File: config.mk
export PLATFORM = sky130hd
export DESIGN_NAME = timed_key_sequence_controller_flat
export DESIGN_NICKNAME = d
export VERILOG_FILES = /design/src/rtl/tksc_pkg.sv /design/src/rtl/tksc_if.sv /design/src/rtl/timed_key_sequence_controller.sv /design/src/flat_wrapper.sv
export SDC_FILE = /design/constraint.sdc
export NUM_CORES = 1
export LEC_CHECK = 0
export BUFFER_PORTS_ARGS = -buffer_cell sky130_fd_sc_hd__buf_4
export CORE_UTILIZATION = 40
export CTS_BUF_LIST = sky130_fd_sc_hd__clkbuf_8
export DETAILED_ROUTE_END_ITERATION = 7
export PLACE_DENSITY = 0.68
export SETUP_SLACK_MARGIN = 0.2
export SYNTH_ARGS = -nofsm -noshare
export SYNTH_HDL_FRONTEND = slang
export SYNTH_SLANG_ARGS = --single-unit
File: constraint.sdc
create_clock -name clk -period 7 [get_ports clk]
set_input_delay 1.05 -clock clk [delete_from_list [all_inputs] [get_ports clk]]
set_output_delay 1.05 -clock clk [all_outputs]
set_load 0.05 [all_outputs]
File: src/rtl/tksc_pkg.sv
// Shared types and constants for the timed key sequence controller.
// No dependencies; the controller imports this package (tksc_if.sv does not).
package tksc_pkg;

  // Host command codes
  localparam logic [1:0] CMD_NONE   = 2'd0;
  localparam logic [1:0] CMD_ON     = 2'd1;
  localparam logic [1:0] CMD_OFF    = 2'd2;
  localparam logic [1:0] CMD_TOGGLE = 2'd3;

  // Key click codes
  localparam logic [1:0] KEY_NONE  = 2'd0;
  localparam logic [1:0] KEY_CTRL  = 2'd1;
  localparam logic [1:0] KEY_SHIFT = 2'd2;

  // Config register map (index = paddr[4:2])
  localparam int unsigned CFG_AW = 5;
  localparam logic [2:0] REG_DEBOUNCE = 3'd0;
  localparam logic [2:0] REG_BLINK    = 3'd1;
  localparam logic [2:0] REG_GAP_ONE  = 3'd2;
  localparam logic [2:0] REG_GAP_TWO  = 3'd3;
  localparam logic [2:0] REG_GAP_THR  = 3'd4;
  localparam logic [2:0] REG_TAIL     = 3'd5;

  // Reset values of the config registers
  localparam logic [9:0]  DEBOUNCE_RST = 10'd50;
  localparam logic [9:0]  BLINK_RST    = 10'd50;
  localparam logic [15:0] GAP_ONE_RST  = 16'd1000;
  localparam logic [15:0] GAP_TWO_RST  = 16'd2000;
  localparam logic [15:0] GAP_THR_RST  = 16'd1500;
  localparam logic [15:0] TAIL_RST     = 16'd100;

  // Seconds to ticks
  localparam logic [9:0] WAIT_SCALE = 10'd1000;

  // Sequence step: named by the event that ends the step
  typedef enum logic [2:0] {
    STEP_START = 3'd0,   // control click on the next tick
    STEP_GAP1  = 3'd1,   // wait gap one, then shift
    STEP_GAP2  = 3'd2,   // wait gap two, then control
    STEP_GAP3  = 3'd3,   // wait gap three, then shift
    STEP_TAIL  = 3'd4    // final pause
  } seq_step_t;

  typedef struct packed {
    logic       led_on;
    logic [1:0] key_click;
    logic       is_active;
    logic       is_emulating;
  } tksc_res_t;

endpackage

File: src/rtl/tksc_if.sv
// Valid/ready channel interfaces: tick word in, status word out.
// No dependencies.
interface tksc_in_if;
  logic       valid;
  logic       ready;
  logic [1:0] command;
  logic       button_pressed;
  logic [4:0] random_seconds;

  modport source (output valid, command, button_pressed, random_seconds, input ready);
  modport sink   (input valid, command, button_pressed, random_seconds, output ready);
endinterface

interface tksc_out_if;
  logic       valid;
  logic       ready;
  logic       led_on;
  logic [1:0] key_click;
  logic       is_active;
  logic       is_emulating;

  modport source (output valid, led_on, key_click, is_active, is_emulating, input ready);
  modport sink   (input valid, led_on, key_click, is_active, is_emulating, output ready);
endinterface

File: src/rtl/timed_key_sequence_controller.sv
// Timed key sequence controller: debounce, mode control, key sequencer.
// Depends on tksc_pkg and the channel interfaces in tksc_if.sv.
//
// Usage:
//   in_ch carries one word per millisecond tick: host command, raw button
//   level and a random wait in seconds. out_ch returns one word per tick:
//   LED level, key clicked this tick, active and emulating flags.
//   cfg_* is an APB-style write/read port for six timing registers at
//   byte addresses 0,4,..,20; write them only while the block is idle.
// Timing:
//   One tick word is taken per clock while in_ch.ready is high. Its result
//   is registered into the output stage (head, or skid while the head waits)
//   on acceptance. All per-tick work is a single pass of counters and compares feeding the state and output registers.
// Stalls:
//   A two-entry output stage (head plus skid) lets a tick be taken while a
//   finished result waits; in_ch.ready drops only when both are full.
// Reset:
//   rst_n (synchronous, active low) clears mode, sequencer and counters and
//   loads the register defaults; no clearing pass is needed.
module timed_key_sequence_controller
  import tksc_pkg::*;
#(
  parameter int TIMER_BITS = 16   // elapsed-time counter width, 12..32
) (
  input  logic               clk,
  input  logic               rst_n,
  tksc_in_if.sink            in_ch,
  tksc_out_if.source         out_ch,
  input  logic               cfg_psel,
  input  logic               cfg_penable,
  input  logic               cfg_pwrite,
  input  logic [CFG_AW-1:0]  cfg_paddr,
  input  logic [31:0]        cfg_pwdata,
  output logic [31:0]        cfg_prdata,
  output logic               cfg_pready
);

  localparam int TW = TIMER_BITS;
  // compare widths: counter against a 16-bit gap / 15-bit wait target
  localparam int GW = (TW > 16) ? TW : 16;
  localparam int WW = (TW > 15) ? TW : 15;

  // ---------------------------------------------------------------- config
  logic [9:0]  deb_r, blink_half_r;
  logic [15:0] gap1_r, gap2_r, gap3_r, tail_r;
  logic        cfg_wr;
  logic [2:0]  cfg_idx;

  assign cfg_pready = 1'b1;
  assign cfg_idx    = cfg_paddr[4:2];
  assign cfg_wr     = cfg_psel && cfg_penable && cfg_pwrite && cfg_pready;

  always_ff @(posedge clk) begin
    if (!rst_n) begin
      deb_r        <= DEBOUNCE_RST;
      blink_half_r <= BLINK_RST;
      gap1_r       <= GAP_ONE_RST;
      gap2_r       <= GAP_TWO_RST;
      gap3_r       <= GAP_THR_RST;
      tail_r       <= TAIL_RST;
    end else if (cfg_wr) begin
      case (cfg_idx)
        REG_DEBOUNCE: deb_r        <= cfg_pwdata[9:0];
        REG_BLINK:    blink_half_r <= cfg_pwdata[9:0];
        REG_GAP_ONE:  gap1_r       <= cfg_pwdata[15:0];
        REG_GAP_TWO:  gap2_r       <= cfg_pwdata[15:0];
        REG_GAP_THR:  gap3_r       <= cfg_pwdata[15:0];
        REG_TAIL:     tail_r       <= cfg_pwdata[15:0];
        default: ;   // unmapped, dropped
      endcase
    end
  end

  always_comb begin
    case (cfg_idx)
      REG_DEBOUNCE: cfg_prdata = {22'd0, deb_r};
      REG_BLINK:    cfg_prdata = {22'd0, blink_half_r};
      REG_GAP_ONE:  cfg_prdata = {16'd0, gap1_r};
      REG_GAP_TWO:  cfg_prdata = {16'd0, gap2_r};
      REG_GAP_THR:  cfg_prdata = {16'd0, gap3_r};
      REG_TAIL:     cfg_prdata = {16'd0, tail_r};
      default:      cfg_prdata = 32'd0;
    endcase
  end

  // ---------------------------------------------------------------- state
  logic          act_r, emu_r, led_r, raw_r, stable_r;
  seq_step_t     step_r;
  logic [TW-1:0] step_el_r, blink_el_r, idle_el_r, since_r;
  logic [14:0]   wait_r;

  logic          act_nxt, emu_nxt, led_nxt, stable_nxt;
  seq_step_t     step_nxt;
  logic [TW-1:0] step_el_nxt, blink_el_nxt, idle_el_nxt, since_nxt;
  logic [14:0]   wait_nxt;

  // after command and debounce, before blink/sequence
  logic          act_m, emu_m, led_m;
  seq_step_t     step_m;
  logic [TW-1:0] idle_m;
  logic [14:0]   wait_m;

  logic [TW-1:0] step_inc, blink_inc, idle_inc, since_inc;
  logic [14:0]   wait_arm;
  logic          set_req, set_val, step_go;
  logic [1:0]    click;

  logic          in_fire;
  logic          btn;
  logic [1:0]    cmd;

  assign btn = in_ch.button_pressed;
  assign cmd = in_ch.command;

  // saturating tick counters
  assign step_inc  = (step_el_r  == '1) ? step_el_r  : step_el_r  + TW'(1);
  assign blink_inc = (blink_el_r == '1) ? blink_el_r : blink_el_r + TW'(1);
  assign idle_inc  = (idle_el_r  == '1) ? idle_el_r  : idle_el_r  + TW'(1);
  assign since_inc = (since_r    == '1) ? since_r    : since_r    + TW'(1);

  // new wait in ticks: 0..31000 fits 15 bits
  assign wait_arm = 15'(in_ch.random_seconds) * 15'(WAIT_SCALE);

  // host command, then debounce; both may flip the mode in one tick
  always_comb begin
    act_m      = act_r;
    emu_m      = emu_r;
    led_m      = led_r;
    step_m     = step_r;
    idle_m     = idle_inc;
    wait_m     = wait_r;
    since_nxt  = since_inc;
    stable_nxt = stable_r;
    set_req    = 1'b0;
    set_val    = 1'b0;

    case (cmd)
      CMD_ON:     begin set_req = !act_r; set_val = 1'b1;   end
      CMD_OFF:    begin set_req = act_r;  set_val = 1'b0;   end
      CMD_TOGGLE: begin set_req = 1'b1;   set_val = !act_r; end
      default:    ;
    endcase

    if (set_req) begin
      act_m = set_val;
      if (set_val) begin
        led_m  = 1'b1;
        idle_m = '0;
        wait_m = wait_arm;
      end else begin
        emu_m  = 1'b0;
        step_m = STEP_START;
        led_m  = 1'b0;
      end
    end

    if (btn != raw_r) since_nxt = '0;
    if (since_nxt > TW'(deb_r) && btn != stable_r) begin
      stable_nxt = btn;
      if (btn) begin
        act_m = !act_m;
        if (act_m) begin
          led_m  = 1'b1;
          idle_m = '0;
          wait_m = wait_arm;
        end else begin
          emu_m  = 1'b0;
          step_m = STEP_START;
          led_m  = 1'b0;
        end
      end
    end
  end

  // step completion test
  always_comb begin
    case (step_m)
      STEP_START: step_go = 1'b1;
      STEP_GAP1:  step_go = GW'(step_inc) >= GW'(gap1_r);
      STEP_GAP2:  step_go = GW'(step_inc) >= GW'(gap2_r);
      STEP_GAP3:  step_go = GW'(step_inc) >= GW'(gap3_r);
      default:    step_go = GW'(step_inc) >= GW'(tail_r);  // tail and unused codes
    endcase
  end

  // click output decode
  always_comb begin
    click = KEY_NONE;
    if (emu_m && step_go) begin
      case (step_m)
        STEP_START: click = KEY_CTRL;
        STEP_GAP1:  click = KEY_SHIFT;
        STEP_GAP2:  click = KEY_CTRL;
        STEP_GAP3:  click = KEY_SHIFT;
        default:    click = KEY_NONE;
      endcase
    end
  end

  // blink, sequence advance, sequence start
  always_comb begin
    act_nxt      = act_m;
    emu_nxt      = emu_m;
    led_nxt      = led_m;
    step_nxt     = step_m;
    step_el_nxt  = step_inc;
    blink_el_nxt = blink_inc;
    idle_el_nxt  = idle_m;
    wait_nxt     = wait_m;

    if (emu_m && blink_inc >= TW'(blink_half_r)) begin
      blink_el_nxt = '0;
      led_nxt      = !led_m;
    end

    if (emu_m && step_go) begin
      case (step_m)
        STEP_START: begin step_nxt = STEP_GAP1; step_el_nxt = '0; end
        STEP_GAP1:  begin step_nxt = STEP_GAP2; step_el_nxt = '0; end
        STEP_GAP2:  begin step_nxt = STEP_GAP3; step_el_nxt = '0; end
        STEP_GAP3:  begin step_nxt = STEP_TAIL; step_el_nxt = '0; end
        default: begin
          emu_nxt  = 1'b0;
          step_nxt = STEP_START;
          led_nxt  = 1'b1;
        end
      endcase
    end

    // same tick may restart once the wait has run out
    if (act_m && !emu_nxt && WW'(idle_m) >= WW'(wait_m)) begin
      idle_el_nxt  = '0;
      wait_nxt     = wait_arm;
      emu_nxt      = 1'b1;
      step_nxt     = STEP_START;
      led_nxt      = 1'b1;
      blink_el_nxt = '0;
    end
  end

  always_ff @(posedge clk) begin
    if (!rst_n) begin
      act_r      <= 1'b0;
      emu_r      <= 1'b0;
      led_r      <= 1'b0;
      raw_r      <= 1'b0;
      stable_r   <= 1'b0;
      step_r     <= STEP_START;
      step_el_r  <= '0;
      blink_el_r <= '0;
      idle_el_r  <= '0;
      since_r    <= '0;
      wait_r     <= '0;
    end else if (in_fire) begin
      act_r      <= act_nxt;
      emu_r      <= emu_nxt;
      led_r      <= led_nxt;
      raw_r      <= btn;
      stable_r   <= stable_nxt;
      step_r     <= step_nxt;
      step_el_r  <= step_el_nxt;
      blink_el_r <= blink_el_nxt;
      idle_el_r  <= idle_el_nxt;
      since_r    <= since_nxt;
      wait_r     <= wait_nxt;
    end
  end

  // ---------------------------------------------------------------- output
  tksc_res_t res;
  tksc_res_t head_r, skid_r;
  logic      head_vld_r, skid_vld_r;
  logic      out_pop;

  assign res.led_on       = led_nxt;
  assign res.key_click    = click;
  assign res.is_active    = act_nxt;
  assign res.is_emulating = emu_nxt;

  assign in_ch.ready = !skid_vld_r;
  assign in_fire     = in_ch.valid && in_ch.ready;
  assign out_pop     = head_vld_r && out_ch.ready;

  always_ff @(posedge clk) begin
    if (!rst_n) begin
      head_vld_r <= 1'b0;
      skid_vld_r <= 1'b0;
    end else if (out_pop || !head_vld_r) begin
      if (skid_vld_r) begin
        head_vld_r <= 1'b1;
        skid_vld_r <= in_fire;
      end else begin
        head_vld_r <= in_fire;
      end
    end else if (in_fire) begin
      skid_vld_r <= 1'b1;
    end
  end

  always_ff @(posedge clk) begin
    if (out_pop || !head_vld_r) begin
      if (skid_vld_r) begin
        head_r <= skid_r;
        if (in_fire) skid_r <= res;
      end else if (in_fire) begin
        head_r <= res;
      end
    end else if (in_fire) begin
      skid_r <= res;
    end
  end

  assign out_ch.valid        = head_vld_r;
  assign out_ch.led_on       = head_r.led_on;
  assign out_ch.key_click    = head_r.key_click;
  assign out_ch.is_active    = head_r.is_active;
  assign out_ch.is_emulating = head_r.is_emulating;

  // ---------------------------------------------------------------- checks
  a_skid_needs_head: assert property (@(posedge clk) disable iff (!rst_n)
    skid_vld_r |-> head_vld_r)
    else $error("skid word held without a head word");

  a_emu_needs_active: assert property (@(posedge clk) disable iff (!rst_n)
    emu_r |-> act_r)
    else $error("sequence running while mode inactive");

  a_led_off_inactive: assert property (@(posedge clk) disable iff (!rst_n)
    !act_r |-> !led_r)
    else $error("LED lit while mode inactive");

  a_step_idle_start: assert property (@(posedge clk) disable iff (!rst_n)
    !emu_r |-> step_r == STEP_START)
    else $error("sequencer left mid-step while stopped");

  a_no_drop_on_full: assert property (@(posedge clk) disable iff (!rst_n)
    (skid_vld_r && !out_ch.ready) |=> skid_vld_r && head_vld_r)
    else $error("buffered word lost while output stalled");

endmodule
File: src/flat_wrapper.sv
// flat-port wrapper written by rule: the top's interface ports become plain ports
module timed_key_sequence_controller_flat import tksc_pkg::*;
#(
  parameter int TIMER_BITS = 16                                        
)
  (clk, rst_n, cfg_psel, cfg_penable, cfg_pwrite, cfg_paddr, cfg_pwdata, cfg_prdata, cfg_pready, in_ch_valid, in_ch_command, in_ch_button_pressed, in_ch_random_seconds, in_ch_ready, out_ch_valid, out_ch_led_on, out_ch_key_click, out_ch_is_active, out_ch_is_emulating, out_ch_ready);
  tksc_in_if in_ch_i ();
  tksc_out_if out_ch_i ();
  input  logic clk;
  input  logic rst_n;
  input  logic cfg_psel;
  input  logic cfg_penable;
  input  logic cfg_pwrite;
  input  logic [CFG_AW-1:0] cfg_paddr;
  input  logic [31:0] cfg_pwdata;
  output logic [31:0] cfg_prdata;
  output logic cfg_pready;
  input wire logic [$bits(in_ch_i.valid)-1:0] in_ch_valid;
  input wire logic [$bits(in_ch_i.command)-1:0] in_ch_command;
  input wire logic [$bits(in_ch_i.button_pressed)-1:0] in_ch_button_pressed;
  input wire logic [$bits(in_ch_i.random_seconds)-1:0] in_ch_random_seconds;
  output wire logic [$bits(in_ch_i.ready)-1:0] in_ch_ready;
  output wire logic [$bits(out_ch_i.valid)-1:0] out_ch_valid;
  output wire logic [$bits(out_ch_i.led_on)-1:0] out_ch_led_on;
  output wire logic [$bits(out_ch_i.key_click)-1:0] out_ch_key_click;
  output wire logic [$bits(out_ch_i.is_active)-1:0] out_ch_is_active;
  output wire logic [$bits(out_ch_i.is_emulating)-1:0] out_ch_is_emulating;
  input wire logic [$bits(out_ch_i.ready)-1:0] out_ch_ready;
  assign in_ch_i.valid = in_ch_valid;
  assign in_ch_i.command = in_ch_command;
  assign in_ch_i.button_pressed = in_ch_button_pressed;
  assign in_ch_i.random_seconds = in_ch_random_seconds;
  assign in_ch_ready = in_ch_i.ready;
  assign out_ch_valid = out_ch_i.valid;
  assign out_ch_led_on = out_ch_i.led_on;
  assign out_ch_key_click = out_ch_i.key_click;
  assign out_ch_is_active = out_ch_i.is_active;
  assign out_ch_is_emulating = out_ch_i.is_emulating;
  assign out_ch_i.ready = out_ch_ready;
  timed_key_sequence_controller #(.TIMER_BITS(TIMER_BITS)) u_core (.clk(clk), .rst_n(rst_n), .in_ch(in_ch_i), .out_ch(out_ch_i), .cfg_psel(cfg_psel), .cfg_penable(cfg_penable), .cfg_pwrite(cfg_pwrite), .cfg_paddr(cfg_paddr), .cfg_pwdata(cfg_pwdata), .cfg_prdata(cfg_prdata), .cfg_pready(cfg_pready));
endmodule
Yosys cells after proc, flatten, opt, wreduce, memory -nomap -nowiden
Cells that the tools add are included.
- logic and storage cells: 152
- output and inout bits: 40
- register bits after elaboration: 183
- add/subtract/negate cells: 4
- reduce and logical (&&, ||, !) cells: 31
- $mul: 1
- equal/unequal tests: 18
- multiplexer cells: 64
- order comparisons: 7
- operator list (cell ; number):
    2-to-1 mux 16 bit ; 15
    one-hot mux 16 bit (6 select lines) ; 1
    2-to-1 mux 15 bit ; 6
    adder 16 x 1 -> 16 bit, second input constant ; 4
    == test 16 bit, second input constant ; 4
    >= comparator 16 bit ; 4
    2-to-1 mux 5 bit ; 5
    2-to-1 mux 1 bit ; 24
    2-to-1 mux 3 bit ; 7
    >= comparator 16 x 10 -> 1 bit ; 1
    >= comparator 16 x 15 -> 1 bit ; 1
    greater-than comparator 16 x 10 -> 1 bit ; 1
    AND reduction 2 bit ; 8
    == test 3 x 2 -> 1 bit, second input constant ; 4
    multiplier 5 x 7 -> 12 bit, second input constant ; 1
    one-hot mux 3 bit (4 select lines) ; 1
    logical AND 1 bit ; 9
    == test 3 x 1 -> 1 bit, second input constant ; 2
    == test 3 bit, second input constant ; 2
    zero test 1 bit ; 6
    zero test 3 bit ; 2
    == test 2 bit, second input constant ; 2
    one-hot mux 1 bit (4 select lines) ; 1
    one-hot mux 2 bit (2 select lines) ; 1
    other kinds (10) ; 13

Logic depth before layout (Yosys ltp)
- depth after elaboration: 18
- mapped depth: 30

Least setup slack after synthesis
OpenSTA, ideal clock, no wires.
- path kind: flip-flop to flip-flop
- start point: register u_core.since_r[0]
- end point: register u_core.blink_el_r[13]
- library setup time: 86 ps
- buffers on the path: 3
- data required time: 6914 ps
- cell stages (with the launch flop): 30
- period minus slack after synthesis: 6609 ps
- data arrival time: 6524 ps
- setup slack: 391 ps
- cells stage by stage: dfxtp_1 -> ha_1 -> nand2_1 -> nor4_4 -> nor2b_1 -> nor2_1 -> and4_1 -> xnor2_1 -> nor2_1 -> ha_1 -> nand4_1 -> o21ai_0 -> a221oi_1 -> o21bai_1 -> o21a_1 -> a21o_1 -> clkbuf_1 -> clkbuf_1 -> mux2i_1 -> ha_1 -> a21o_1 -> a21o_1 -> a2111oi_0 -> nor4b_1 -> a2111oi_0 -> o2bb2ai_2 -> o2bb2ai_2 -> buf_4 -> a31o_2 -> a211oi_1
- longest elaborated chain between the ends: 14
- elaborated cells on any way between the ends: 27
- those cells by class: add/sub: 1; order compare: 2; eq/ne: 4; mux: 12; reduce/logical: 8
- RTL lines (what ; line ; text):
    from (decl) ; timed_key_sequence_controller.sv:89 ; logic [TW-1:0] step_el_r, blink_el_r, idle_el_r, since_r;
    from (signal assigned) ; timed_key_sequence_controller.sv:264 ; since_r <= since_nxt;
    adder 16 x 1 -> 16 bit / == test 16 bit (equally long branches) ; timed_key_sequence_controller.sv:119 ; assign since_inc = (since_r == '1) ? since_r : since_r + TW'(1);
    2-to-1 mux 16 bit * ; timed_key_sequence_controller.sv:119 ;
    2-to-1 mux 16 bit * ; timed_key_sequence_controller.sv:157 ; if (btn != raw_r) since_nxt = '0;
    named net u_core.since_nxt[6] ; timed_key_sequence_controller.sv:94 ; logic [TW-1:0] step_el_nxt, blink_el_nxt, idle_el_nxt, since_nxt;
    greater-than comparator 16 x 10 -> 1 bit * ; timed_key_sequence_controller.sv:158 ; if (since_nxt > TW'(deb_r) && btn != stable_r) begin
    logical AND 1 bit * ; timed_key_sequence_controller.sv:158 ;
    parallel branches: the longest is 8 deep, another holds >= comparator 16 x 15 -> 1 bit ; - ;
    2-to-1 mux 16 bit * ; timed_key_sequence_controller.sv:231 ; if (act_m && !emu_nxt && WW'(idle_m) >= WW'(wait_m)) begin
    to (signal assigned) ; timed_key_sequence_controller.sv:262 ; blink_el_r <= blink_el_nxt;
    to (decl) ; timed_key_sequence_controller.sv:89 ;
Mark *: on every way through the listed nets, which the timed path passes.
A chain may end at the register's enable or synchronous reset.

Worst setup path after layout
- start point: register u_core.since_r[0]
- end point: register u_core.idle_el_r[1]
- longest elaborated chain between the ends: 14
- elaborated cells on any way between the ends: 25
- those cells by class: add/sub: 1; order compare: 2; eq/ne: 4; mux: 11; reduce/logical: 7
- RTL lines (what ; line ; text):
    adder 16 x 1 -> 16 bit / == test 16 bit (equally long branches) ; timed_key_sequence_controller.sv:119 ;
    2-to-1 mux 16 bit * ; timed_key_sequence_controller.sv:119 ;
    2-to-1 mux 16 bit * ; timed_key_sequence_controller.sv:157 ;
    named net u_core.since_nxt[5] ; timed_key_sequence_controller.sv:94 ;
    greater-than comparator 16 x 10 -> 1 bit * ; timed_key_sequence_controller.sv:158 ;
    logical AND 1 bit * ; timed_key_sequence_controller.sv:158 ;
    parallel branches: the longest is 8 deep, another holds >= comparator 16 x 15 -> 1 bit ; - ;
    2-to-1 mux 16 bit * ; timed_key_sequence_controller.sv:231 ;
    to (signal assigned) ; timed_key_sequence_controller.sv:263 ; idle_el_r <= idle_el_nxt;
    to (decl) ; timed_key_sequence_controller.sv:89 ;
Marks and branches as above.

==> results.sh <==
export IMPL_crit_slowest_cell="dfxtp_2"
export IMPL_grt_use_met2_pct=35.6
export IMPL_wire_per_inst_um=16.8
export IMPL_grt_busiest_layer="met2"
export IMPL_cts_tree="built"
export IMPL_cts_made_buffers=17
export IMPL_path_class="flop to flop"
export IMPL_num_rows=64
export IMPL_hold_ws_ns=0.464
export IMPL_synthArstFlopShare_pct=0
export IMPL_cp_end_kind="flop"
export IMPL_met1_usage_pct=27.3
export IMPL_ys_seq_area_share_pct=29.8
export IMPL_min_period_ns=6.30
export IMPL_relSlewSlack_pct=33.3
export IMPL_worst_pin_slew_ns=1.00
export IMPL_maxCapViolCount=0
export IMPL_drtIter0Drc=862
export IMPL_vias_per_cell=5.67
export IMPL_drive_gt1_share_pct=10.2
export IMPL_track_usage_pct=21.1
export IMPL_internal_power_w=0.00162
export IMPL_rsz0062_at_grt="false"
export IMPL_failed_checks="DRC"
export IMPL_clock_fmax_ghz=0.159
export IMPL_cpMostUsedCell="a21o_1"
export IMPL_synth_area_top_cells="dfxtp_1 (27%), ha_1 (12%), nand2_1 (8.0%)"
export IMPL_crit_required_ns=7.40
export IMPL_die_w_um=180
export IMPL_hold_buffers=0
export IMPL_num_io_pins=92
export IMPL_fin_skew_ns=0.0110
export IMPL_yosys_warnings=0
export IMPL_synth_edf_count=10
export IMPL_final_nets=1805
export IMPL_synth_top_area_cell="dfxtp_1"
export IMPL_antenna_cells=0
export IMPL_ir_worst_vdd_v=0.000122
export IMPL_pwr_share_seq_pct=46.1
export IMPL_hpwlAfterDp_mm=24.3
export IMPL_grt_pass1_vias=10864
export IMPL_power_density_nw_per_um2=172
export IMPL_synth_cell_area_um2=12600
export IMPL_grt_overflow_total=0
export IMPL_yosys_area_top_type_share_pct=27.4
export IMPL_hp_class="flop to flop"
export IMPL_synthCells=1604
export IMPL_clock_sinks=183
export IMPL_power_switching_w=0.000749
export IMPL_cp_slowest_stage_delay_ns=0.41
export IMPL_core_area_um2=30800
export IMPL_outcome="finished with violations"
export IMPL_area_delta_synth_final_pct=9.40
export IMPL_clock_path_buffers=2
export IMPL_cts_root_buffer="clkbuf_8"
export IMPL_placement_cell_area_um2=13300
export IMPL_leakage_nw=5.59
export IMPL_hold_viol_final=0
export IMPL_slew_violations=0
export IMPL_setup_viol=0
export IMPL_startpoint_type="flop"
export IMPL_worstPathMaxFanout=17
export IMPL_clock_power_share_pct=32.9
export IMPL_drc=2
export IMPL_ctsHtreeMaxLevel=4
export IMPL_met3_usage_pct=3.61
export IMPL_antenna_left=0
export IMPL_port_buffers=56
export IMPL_place_congestion=0.907
export IMPL_start_util_pct=40.9
export IMPL_critPathArrivalTime_ns=6.70
export IMPL_clkTransAtPathRegs_ns=0.10
export IMPL_final_cell_area_um2=13800
export IMPL_fin_tns_setup_ns=0
export IMPL_combPwrFrac_pct=21.0
export IMPL_antenna_found_initial=0
export IMPL_post_route_period_util_pct=90.0
export IMPL_insertion_delay_ns=0.48
export IMPL_synth_top_flop_cell="dfxtp_1"
export IMPL_dr_total_vias=11507
export IMPL_die_area_um2=32300
export IMPL_routed_wl_mm=34.0
export IMPL_first_pass_iters=8
export IMPL_grt_first_pass_wirelength_mm=55.7
export IMPL_synth_distinct_cells=80
export IMPL_grt_max_degree=91
export IMPL_syn_area_per_cell_um2=7.87
export IMPL_ys_seq_elements=183
export IMPL_die_h_um=180
export IMPL_p_sw_share_pct=31.6
[critical path: cells and delay by family, from the launching register on]
kind	cells	cell delay, ns
AOI/OAI and AO/OA	12	2.81
xor gates and xnor gates	1	0.19
adders and majority gates	3	0.75
buffers and inverters	3	0.55
DFF	1	0.41
muxes	1	0.14
and+or+nand+nor	9	1.35
[registers in the layout (all words and copies together), names as in the netlist, 10 cells and up]
register / flops
u_core.blink_el_r: 16
u_core.gap1_r: 16
u_core.gap2_r: 16
u_core.gap3_r: 16
u_core.idle_el_r: 16
u_core.since_r: 16
u_core.step_el_r: 16
u_core.tail_r: 16
u_core.wait_r: 15
u_core.blink_half_r: 10
u_core.deb_r: 10
[layer usage]
layer / vias up / wire [um]
li1: 5655 / -
met3: 57 / 1690
met4: 0 / 877
met1: 5470 / 15600
met5: - / 0
met2: 325 / 15900
[final timing paths]
kind / endpoint / start / cells after the start / slack (ns)
min reg2reg: u_core.blink_half_r[9] / u_core.blink_half_r[9] / 2 / 0.46
min: u_core.blink_half_r[9] / u_core.blink_half_r[9] / 2 / 0.46
max: u_core.idle_el_r[1] / u_core.since_r[0] / 29 / 0.70
max reg2reg: u_core.idle_el_r[1] / u_core.since_r[0] / 29 / 0.70
[repair_timing]
item,CTS,global route
setup buffers,0,1
setup endpoints to repair,0,56
gates resized for setup,0,19
[per-stage QoR]
stage / total power (W) / setup WS [ns] / utilization (%) / std cells
global placement: 0.00160 / 0.475 / 43.2 / 1995
global route: 0.00248 / 0.256 / 44.8 / 2028
floorplan: 0.00148 / 0.391 / - / 1619
detailed placement: 0.00161 / 0.370 / 43.2 / 1995
CTS: 0.00238 / 0.293 / 44.6 / 2027
finish: 0.00237 / 0.703 / 44.8 / 2028
[cells in the mapped netlist, types with 11 or more instances]
library cell  instances
o21ai_1              11
nor3_1               39
mux2i_1              40
dfxtp_1             173
nor2b_1              13
o21ai_0              39
a21o_1               20
nand2_1             268
a21oi_1             154
clkbuf_1             66
nand2b_1             11
xnor2_1              35
buf_4                20
o211ai_1             30
inv_1               120
and3_1               17
nand3_1              49
a22oi_1              16
ha_1                124
nand4_1              38
nor2_1               98
xor2_1               17
[power by group through the flow]
| stage | Clock (W) | Sequential, W | Combinational (W) |
|---|---|---|---|
| 4_1_cts | 0.000796 | 0.00109 | 0.000493 |
| 3_5_place_dp | 0 | 0.00112 | 0.000490 |
| 2_1_floorplan | 0 | 0.00112 | 0.000358 |
| 6_report | 0.000780 | 0.00109 | 0.000498 |
| 5_1_grt | 0.000837 | 0.00110 | 0.000549 |
| 3_3_place_gp | 0 | 0.00112 | 0.000480 |
[final cells by class]
type,count,area (um2)
Clock buffer,18,248
Fill cell,3028,17000
Sequential cell,183,3770
Tap cell,396,495
Multi-Input combinational cell,1219,8070
Timing Repair Buffer,77,591
Inverter,121,457
Clock inverter,14,171
[cells in the final DEF (no fill, tap or decap), drive strengths merged, types with 11 or more instances in the layout]
cell type	instances
nor2b	13
nand2b	11
nor3	39
xor2	17
mux2i	40
a21oi	156
nor2	98
a22oi	16
o211ai	30
o21ai	51
conb	17
buf	77
clkbuf	18
and3	17
inv	124
dfxtp	173
nand2	268
nand3	58
ha	124
xnor2	35
a21o	20
nand4	39
[cells by family (layout without fill, tap and decap cells)]
group,after synthesis,after routing,synth area share (%)
compound gates,374,374,19.0
xor+xnor,52,52,3.61
flops,183,183,29.8
fa+ha+maj,134,134,13.9
mux,50,50,4.24
simple gates,592,592,22.2
buf+inv,217,230,7.18
other cells,2,17,0.0595
(Power assumes the default switching activity.)
